===== src/hdl/fp64_rem_pkg.sv =====
// ----------------------------------------------------------------------------
// fp64_rem_pkg
// Types and constants for the binary64 truncated remainder block.
// ----------------------------------------------------------------------------
package fp64_rem_pkg;

  localparam logic [10:0] ExpAllOnes = 11'h7FF;
  localparam logic [63:0] CanonNan   = 64'h7FF8_0000_0000_0000;

  typedef struct packed {
    logic [63:0] a_bits;
    logic [63:0] b_bits;
  } in_t;

  typedef struct packed {
    logic [63:0] result_bits;
    logic        invalid_flag;
  } out_t;

  typedef enum logic [1:0] {
    ST_IDLE,
    ST_REDUCE,
    ST_NORM,
    ST_DONE
  } state_e;

endpackage


===== src/hdl/fp64_truncated_remainder.sv =====
// ----------------------------------------------------------------------------
// fp64_truncated_remainder
// Exact fmod of two binary64 values by restoring shift and subtract.
// ----------------------------------------------------------------------------
// From accept to result: special cases go straight to the result; otherwise
// (eae - ebe + 53) reduction steps and up to 52 normalize shifts follow,
// one bit per cycle through one subtractor.
// Throughput: one transaction at a time; the next can be accepted in the cycle
// after the result leaves, and in_stall_o is high while busy.
// Reset: asynchronous, active low; returns to idle with no result pending.
module fp64_truncated_remainder (
  input  logic                clk_i,
  input  logic                rst_ni,
  input  logic                in_valid_i,
  output logic                in_stall_o,
  input  fp64_rem_pkg::in_t   in_data_i,
  output logic                out_valid_o,
  input  logic                out_stall_i,
  output fp64_rem_pkg::out_t  out_data_o
);

  fp64_rem_pkg::state_e state_q, state_d;
  logic [52:0] r_q, r_d;       // partial remainder, below mb during reduction
  logic [52:0] mb_q, mb_d;
  logic [52:0] ma_q, ma_d;     // dividend bits still to shift in
  logic [11:0] cnt_q, cnt_d;   // remaining reduction steps
  logic [10:0] e_q, e_d;
  logic        sign_q, sign_d;
  fp64_rem_pkg::out_t res_q, res_d;

  logic        acc;
  logic [10:0] ea, eb, eae, ebe;
  logic [51:0] fa, fb;
  logic        a_nan, b_nan, a_snan, b_snan;
  logic [53:0] sh, diff;

  assign acc = in_valid_i && !in_stall_o;
  assign ea  = in_data_i.a_bits[62:52];
  assign eb  = in_data_i.b_bits[62:52];
  assign fa  = in_data_i.a_bits[51:0];
  assign fb  = in_data_i.b_bits[51:0];
  assign eae = (ea == 11'd0) ? 11'd1 : ea;
  assign ebe = (eb == 11'd0) ? 11'd1 : eb;
  assign a_nan  = (ea == fp64_rem_pkg::ExpAllOnes) && (fa != 52'd0);
  assign b_nan  = (eb == fp64_rem_pkg::ExpAllOnes) && (fb != 52'd0);
  assign a_snan = a_nan && !fa[51];
  assign b_snan = b_nan && !fb[51];

  // Shift-subtract unit, used by every reduction step.
  assign sh   = {r_q, ma_q[52]};
  assign diff = sh - {1'b0, mb_q};

  always_comb begin
    state_d = state_q;
    unique case (state_q)
      fp64_rem_pkg::ST_IDLE: begin
        if (acc) begin
          if (a_nan || b_nan || ea == fp64_rem_pkg::ExpAllOnes ||
              eb == fp64_rem_pkg::ExpAllOnes || (eb == 11'd0 && fb == 52'd0) ||
              (ea == 11'd0 && fa == 52'd0) || eae < ebe) begin
            state_d = fp64_rem_pkg::ST_DONE;
          end else begin
            state_d = fp64_rem_pkg::ST_REDUCE;
          end
        end
      end
      fp64_rem_pkg::ST_REDUCE: if (cnt_q == 12'd1) state_d = fp64_rem_pkg::ST_NORM;
      fp64_rem_pkg::ST_NORM: begin
        if (r_q == 53'd0 || r_q[52] || e_q == 11'd1) state_d = fp64_rem_pkg::ST_DONE;
      end
      fp64_rem_pkg::ST_DONE: if (!out_stall_i) state_d = fp64_rem_pkg::ST_IDLE;
      default: state_d = fp64_rem_pkg::ST_IDLE;
    endcase
  end

  always_comb begin
    r_d = r_q; mb_d = mb_q; ma_d = ma_q; cnt_d = cnt_q;
    e_d = e_q; sign_d = sign_q; res_d = res_q;
    unique case (state_q)
      fp64_rem_pkg::ST_IDLE: begin
        sign_d = in_data_i.a_bits[63];
        e_d    = ebe;
        r_d    = 53'd0;
        ma_d   = {ea != 11'd0, fa};
        mb_d   = {eb != 11'd0, fb};
        cnt_d  = {1'b0, eae - ebe} + 12'd53;
        res_d.invalid_flag = 1'b0;
        res_d.result_bits  = in_data_i.a_bits;
        if (a_nan || b_nan) begin
          res_d.result_bits  = fp64_rem_pkg::CanonNan;
          res_d.invalid_flag = a_snan || b_snan;
        end else if (ea == fp64_rem_pkg::ExpAllOnes) begin
          res_d.result_bits  = fp64_rem_pkg::CanonNan;
          res_d.invalid_flag = 1'b1;
        end else if (eb == fp64_rem_pkg::ExpAllOnes) begin
          res_d.result_bits  = in_data_i.a_bits;
        end else if (eb == 11'd0 && fb == 52'd0) begin
          res_d.result_bits  = fp64_rem_pkg::CanonNan;
          res_d.invalid_flag = 1'b1;
        end
      end
      fp64_rem_pkg::ST_REDUCE: begin
        r_d   = diff[53] ? sh[52:0] : diff[52:0];
        ma_d  = {ma_q[51:0], 1'b0};
        cnt_d = cnt_q - 12'd1;
      end
      fp64_rem_pkg::ST_NORM: begin
        if (r_q == 53'd0) begin
          res_d.result_bits = {sign_q, 63'd0};
        end else if (r_q[52]) begin
          res_d.result_bits = {sign_q, e_q, r_q[51:0]};
        end else if (e_q == 11'd1) begin
          res_d.result_bits = {sign_q, 11'd0, r_q[51:0]};
        end else begin
          r_d = {r_q[51:0], 1'b0};
          e_d = e_q - 11'd1;
        end
      end
      fp64_rem_pkg::ST_DONE: ;
      default: ;
    endcase
  end

  always_ff @(posedge clk_i or negedge rst_ni) begin
    if (!rst_ni) begin
      state_q <= fp64_rem_pkg::ST_IDLE;
    end else begin
      state_q <= state_d;
    end
  end

  always_ff @(posedge clk_i) begin
    r_q <= r_d; mb_q <= mb_d; ma_q <= ma_d; cnt_q <= cnt_d;
    e_q <= e_d; sign_q <= sign_d; res_q <= res_d;
  end

  assign in_stall_o  = (state_q != fp64_rem_pkg::ST_IDLE);
  assign out_valid_o = (state_q == fp64_rem_pkg::ST_DONE);
  assign out_data_o  = res_q;

  a_no_accept_busy: assert property (@(posedge clk_i) disable iff (!rst_ni)
    out_valid_o |-> in_stall_o) else $error("accept while result pending");
  a_rem_below: assert property (@(posedge clk_i) disable iff (!rst_ni)
    (state_q == fp64_rem_pkg::ST_REDUCE) |=> (r_q < mb_q))
    else $error("partial remainder not reduced");
  a_hold: assert property (@(posedge clk_i) disable iff (!rst_ni)
    (out_valid_o && out_stall_i) |=> (out_valid_o && $stable(out_data_o)))
    else $error("stalled result changed");

endmodule

===== config.mk =====
export PLATFORM = sky130hd
export DESIGN_NAME = fp64_truncated_remainder
export DESIGN_NICKNAME = d
export VERILOG_FILES = /design/src/hdl/fp64_rem_pkg.sv /design/src/hdl/fp64_truncated_remainder.sv
export SDC_FILE = /design/constraint.sdc
export NUM_CORES = 1
export LEC_CHECK = 0
export ABC_AREA = 1
export BUFFER_PORTS_ARGS = -buffer_cell sky130_fd_sc_hd__buf_2
export CAP_MARGIN = 25
export CORE_UTILIZATION = 62
export CTS_BUF_LIST = sky130_fd_sc_hd__clkbuf_2
export DETAILED_ROUTE_END_ITERATION = 16
export GPL_TIMING_DRIVEN = 0
export HOLD_SLACK_MARGIN = 0.02
export PLACE_DENSITY = 0.94
export SETUP_SLACK_MARGIN = 0.4
export SLEW_MARGIN = 20
export SYNTH_ARGS = -nofsm -noshare
export SYNTH_HDL_FRONTEND = slang
export SYNTH_SLANG_ARGS = --single-unit

===== constraint.sdc =====
create_clock -name clk_i -period 7.91 [get_ports clk_i]
set_input_delay 0.791 -clock clk_i [delete_from_list [all_inputs] [get_ports clk_i]]
set_output_delay 0.791 -clock clk_i [all_outputs]
set_load 0.01 [all_outputs]

# --- Word level (Yosys, flattened, before mapping) ---
# Index checks and enable logic that the tools add are counted.
classes:
  eq_ne: 15
  n_reduce_logical: 38
  add_sub_neg: 5
  n_mux: 28
  n_lt_le_gt_ge: 1
op_table:
  columns: ["operator", "count"]
  rows:
  - ["$mux W64", 4]
  - ["$mux W53", 4]
  - ["$mux W65", 3]
  - ["$pmux W53 S3", 1]
  - ["$pmux W64 S2", 1]
  - ["$pmux W53 S2", 1]
  - ["$logic_not A52 Y1", 2]
  - ["$reduce_bool A52 Y1", 2]
  - ["$mux W11", 5]
  - ["$sub A54 B53 Y54", 1]
  - ["$logic_not A53 Y1", 1]
  - ["$pmux W12 S2", 1]
  - ["$eq A11 B11 Y1 const B", 2]
  - ["$logic_not A11 Y1", 2]
  - ["$pmux W11 S2", 1]
  - ["$reduce_bool A11 Y1", 2]
  - ["$ne A2 B2 Y1 const B", 7]
  - ["$add A11 B6 Y12 const B", 1]
  - ["$eq A12 B1 Y1 const B", 1]
  - ["$reduce_and A4 Y1", 3]
  - ["$sub A12 B1 Y12 const B", 1]
  - ["$eq A11 B1 Y1 const B", 1]
  - ["$lt A11 B11 Y1", 1]
  - ["$sub A11 B1 Y11 const B", 1]
  - ["other kinds (14)", 38]
totals:
  in_bits: 132
  output_inout_bits: 67
  reg_bits: 250

# --- Depth between registers and ports, before layout ---
logic_depth:
  depth_word: 11
  depth_mapped: 18
  depth_no_buf: 18

# --- Least setup slack after synthesis ---
# No wires, ideal clock.
synth_path:
  path_kind: "register to register"
  start: "reg state_q[0]"
  end: "reg res_q (netlist bit out_data_o[10]) (enable)"
  setup_time_ns: 0.507
  stages_incl_launch_ff: 5
  arrival_ns: 5.243
  path_slack_ns: 2.160
  path_buffers: 0
  cell_sequence: "dfrtp_1 -> inv_1 -> ha_1 -> nor2_1 -> a21oi_1"
synth_between:
  elab_chain_len: 3
  word_cells_on_any_way: 5
  classes_between: "eq/ne: 2; reduce/logical: 3"
synth_lines:
  columns: ["element", "line_no", "rtl"]
  rows:
  - ["from (decl)", "fp64_truncated_remainder.sv:22", "fp64_rem_pkg::state_e state_q, state_d;"]
  - ["from (signal assigned)", "fp64_truncated_remainder.sv:126", "state_q <= fp64_rem_pkg::ST_IDLE;"]
  - ["from (signal assigned)", "fp64_truncated_remainder.sv:128", "state_q <= state_d;"]
  - ["$eq A2 B2 Y1 / $logic_not A2 Y1 (equally long branches)", "fp64_truncated_remainder.sv:79", "unique case (state_q)"]
  - ["$ne A4 B4 Y1 (no line) / $reduce_bool A2 Y1 (equally long branches)", null, null]
  - ["$reduce_and A2 Y1 (no line) *", null, null]
  - ["to (signal assigned)", "fp64_truncated_remainder.sv:134", "e_q <= e_d; sign_q <= sign_d; res_q <= res_d;"]
  - ["to (decl)", "fp64_truncated_remainder.sv:29", "fp64_rem_pkg::out_t res_q, res_d;"]
# Every way passes the cells marked *; elsewhere a longest branch is shown, timed or not.
# A chain may end at the register's enable or synchronous reset.

# --- Final worst setup path ---
layout_path:
  start: "reg state_q[1]"
  end: "reg ma_q[9] (enable)"
layout_between:
  elab_chain_len: 2
  word_cells_on_any_way: 3
  classes_between: "eq/ne: 1; reduce/logical: 2"
layout_lines:
  columns: ["element", "line_no", "rtl"]
  rows:
  - ["$eq A2 B1 Y1 / $logic_not A2 Y1 (equally long branches)", "fp64_truncated_remainder.sv:79", null]
  - ["$reduce_bool A2 Y1 (no line) *", null, null]
  - ["to (signal assigned)", "fp64_truncated_remainder.sv:133", "r_q <= r_d; mb_q <= mb_d; ma_q <= ma_d; cnt_q <= cnt_d;"]
  - ["to (decl)", "fp64_truncated_remainder.sv:25", "logic [52:0] ma_q, ma_d;"]
# Marked as above.

==> results by group <==
Run status
  – Run status: complete, no violations

Pwr
  – Clock power share: 11.7%
  – Internal: 4.25 mW
  – PD cells: 436 nW/um2
  – Sw Share: 50.9%
  – Sw Pwr: 4.41 mW
  – Final Power: 8.66 mW
  – Sequential share of power: 32.3%
  – Peak VDD IR: 263 uV
  – Pleak: 9.45 nW
  – Logic pwr share: 56.0%

Flow run
  – Max Cap Viol: 0

Yosys
  – Top cells by area, synth: edfxtp_1 (42%), nand2_1 (14%), inv_1 (8.5%)
  – Area share of and/or/nand/nor cells after synthesis: 28.4%
  – Ys flop type: edfxtp_1
  – Post-Synth XOR/XNOR Area: 2.49%
  – Net count after synthesis: 2483
  – Area share of the largest cell type after synthesis: 42.4%
  – Seq/Total Area, Yosys: 42.7%
  – Ys async rst share: 0.800%
  – Largest area contributor in the netlist: edfxtp_1
  – Cell area after synthesis: 17600 um2
  – EDFF count, synth: 248
  – #FFs+latches synth: 250
  – Count leader, synth: nand2_1
  – Largest family of logic cells by synthesized area: simple AND/OR/NAND/NOR gates
  – Post-synthesis cell count: 2275
  – Adder-cell share of the synthesized area: 5.50%
  – Post-synthesis average cell area: 7.72 um2
  – Post-synth top cells: nand2_1 (670), inv_1 (398), edfxtp_1 (248)
  – Yosys Warn Count: 0
  – Mux cell area share after synthesis: 0%
  – Yosys cell types: 44
  – Compound-gate portion of the synthesized area: 10.3%

STA
  – Max Clk Rate: 292 MHz
  – Final min period: 3430 ps
  – Final setup viols: 0
  – Unrepaired setup endpoints after global routing: no
  – Hold Fails Final Rpt: 0
  – Fin Setup TNS: 0 ps
  – Relative slew margins: 38.8%
  – Measured slew at the worst slew-check pin: 918 ps
  – Final-report max-slew violation count: 0
  – Final setup skew: 116 ps
  – Tcrit/Tclk final: 43.3%

Layout
  – Fillers: 2268
  – Nets: 2757
  – Layout area overhead: 13.2%
  – Design Area, Final: 19900 um2
  – Fraction of layout cells with a size suffix above 1: 18.9%
  – Non-Filler Instances: 2979

Worst hold path
  – Worst hold path type: in -> reg

Routing
  – Initial DRC Count: 2315
  – Residual DRC: 0
  – Post-DR wirelength/cell: 19.9 um
  – Vias per inst: 5.83
  – DRT antenna net count: 0
  – Drt pass-1 iters: 6
  – DRT Wirelength: 59.3 mm
  – Vias: 17353

Clock tree
  – CTS tree: built
  – CTS root buf: clkbuf_2
  – Clock Latency Late Sink: 930 ps
  – Clk buf depth: 3
  – H-Tree Depth: 3
  – Clock buffer count from CTS: 68
  – Post_cts resized: 0
  – CTS Sinks: 250
  – Clk slew on worst S/H paths: 120 ps

GRT
  – Largest net degree at the start of global routing: 42
  – Global-route wire length before repair: 88.3 mm
  – Initial antenna violation count: 2
  – Vias in the first global route: 16285
  – Total GRT Usage: 40.9%
  – Remaining Overflow, GRT: 0

Worst setup path
  – Critical path peak fanout: 40
  – Worst path arrival time: 3970 ps
  – Critical Path RT: 8450 ps
  – CP Cell Sequence: inv_1 > ha_1 > clkbuf_1 > clkbuf_1 > inv_1 > clkbuf_1 > nand2_4 > buf_12
  – Slowest cell on crit path: clkbuf_1
  – Slowest Stage Delay on Critical Path: 550 ps
  – Crit Path Category: reg -> reg
  – Critical Path End Type: flip-flop
  – Startpoint Class: flip-flop
  – Top cell by count, worst path: clkbuf_1

Placed design
  – Placer Congestion: 1.08
  – Dpl cell area: 19200 um2
  – Port Buffer Count: 197
  – Hpwl dp: 46.5 mm
  – Placed cells: 2856

Floorplanning
  – Initial core utilization: 63.1%
  – FP Rows: 61
  – Num ports: 199
  – Die ar.: 29000 um2
  – Core ar.: 27900 um2
  – Die width: 170 um
  – Die height: 170 um
==> power groups by stage <==
stage / combinational (mW) / clock (mW) / sequential (mW)
2_1_floorplan: 3.03 / 0 / 2.78
3_3_place_gp: 4.41 / 0 / 2.86
3_5_place_dp: 4.68 / 0 / 2.78
4_1_cts: 4.71 / 1.02 / 2.77
5_1_grt: 5.21 / 1.07 / 2.83
6_report: 4.85 / 1.01 / 2.80
==> stage by stage <==
stage                     utilization (%)  setup WS, ps  hold slack (ps)
after detailed placement             69.0          3980              516
after global placement               68.3           108              505
after global routing                 71.4          4350             48.1
final                                71.4          4480             80.3
after floorplan                         -          2160              494
after CTS                            71.4          4540             27.2
==> cells in the final DEF (no fill, tap or decap), drive strengths merged, types with 4 or more instances in the layout <==
cell type / n
nand3: 125
inv: 411
nor2: 185
clkinv: 19
buf: 224
nand2: 719
o22ai: 52
a31oi: 5
a21oi: 108
xor2: 16
o21ai: 106
xnor2: 34
nor3: 21
nand4: 26
ha: 74
clkbuf: 141
o21bai: 18
edfxtp: 248
nor4: 29
or2: 4
nand3b: 14
==> what timing repair did <==
action / in CTS / in global routing
setup buffers: 0 / 0
endpoints found under the hold margin: 2 / 0
hold buffers: 1 / 0
==> final timing paths <==
path | start | end | slack, ps | cells past startpoint
worst max-delay path | state_q[1]$_DFFE_PN0P_ | ma_q[9]$_DFFE_PP_ | 4480 | 8
worst min-delay path | in_data_i[127] | sign_q$_DFFE_PP_ | 80 | 1
worst max register to register | state_q[1]$_DFFE_PN0P_ | ma_q[9]$_DFFE_PP_ | 4480 | 8
worst min register to register | ma_q[31]$_DFFE_PP_ | ma_q[32]$_DFFE_PP_ | 480 | 2
max in group asynchronous | rst_ni | state_q[1]$_DFFE_PN0P_ | 7590 | 2
min in group asynchronous | rst_ni | state_q[0]$_DFFE_PN0P_ | 200 | 2
==> logic make-up after synthesis <==
kind of cell / count (synthesis)
XOR/XNOR: 50
adder cells (fa/ha/maj): 76
buffers and inverters: 475
AO/OA/AOI/OAI: 299
flip-flops: 250
AND/OR/NAND/NOR: 1125
==> flip-flops by register name, indices dropped and copies added, names as in the netlist <==
name / count
cnt_q: 12
e_q: 11
ma_q: 53
mb_q: 53
out_data_o: 65
r_q: 53
sign_q: 1
state_q: 2
==> critical path: cells and delay by family (launching register included) <==
kind,cells,cell delay (ps)
buffers and inverters,6,2020
flip-flops,1,450
adder cells (fa/ha/maj),1,150
AND/OR/NAND/NOR,1,410
==> metal layers <==
layer | global-route usage, % | wire length, um | vias to the layer above
met2 | 63.0 | 25800 | 1350
met3 | 9.72 | 8050 | 234
li1 | - | - | 7987
met1 | 53.9 | 22400 | 7780
met4 | 20.8 | 3060 | 2
met5 | 0 | 13 | -
==> layout make-up <==
cell class              count  area (um2)  share of cell area [%]
inverters                 409        1540                    7.72
plain buffers              66         329                    1.65
clock buffers              96         480                    2.42
well taps                 378         473                    2.38
diodes                      1        2.50                  0.0126
multi-input cells        1550        8250                    41.5
clock inverters            25         176                   0.887
repair buffers            204        1150                    5.76
flip-flops and latches    250        7500                    37.7
Note: power is estimated with default switching activity, not from simulation.
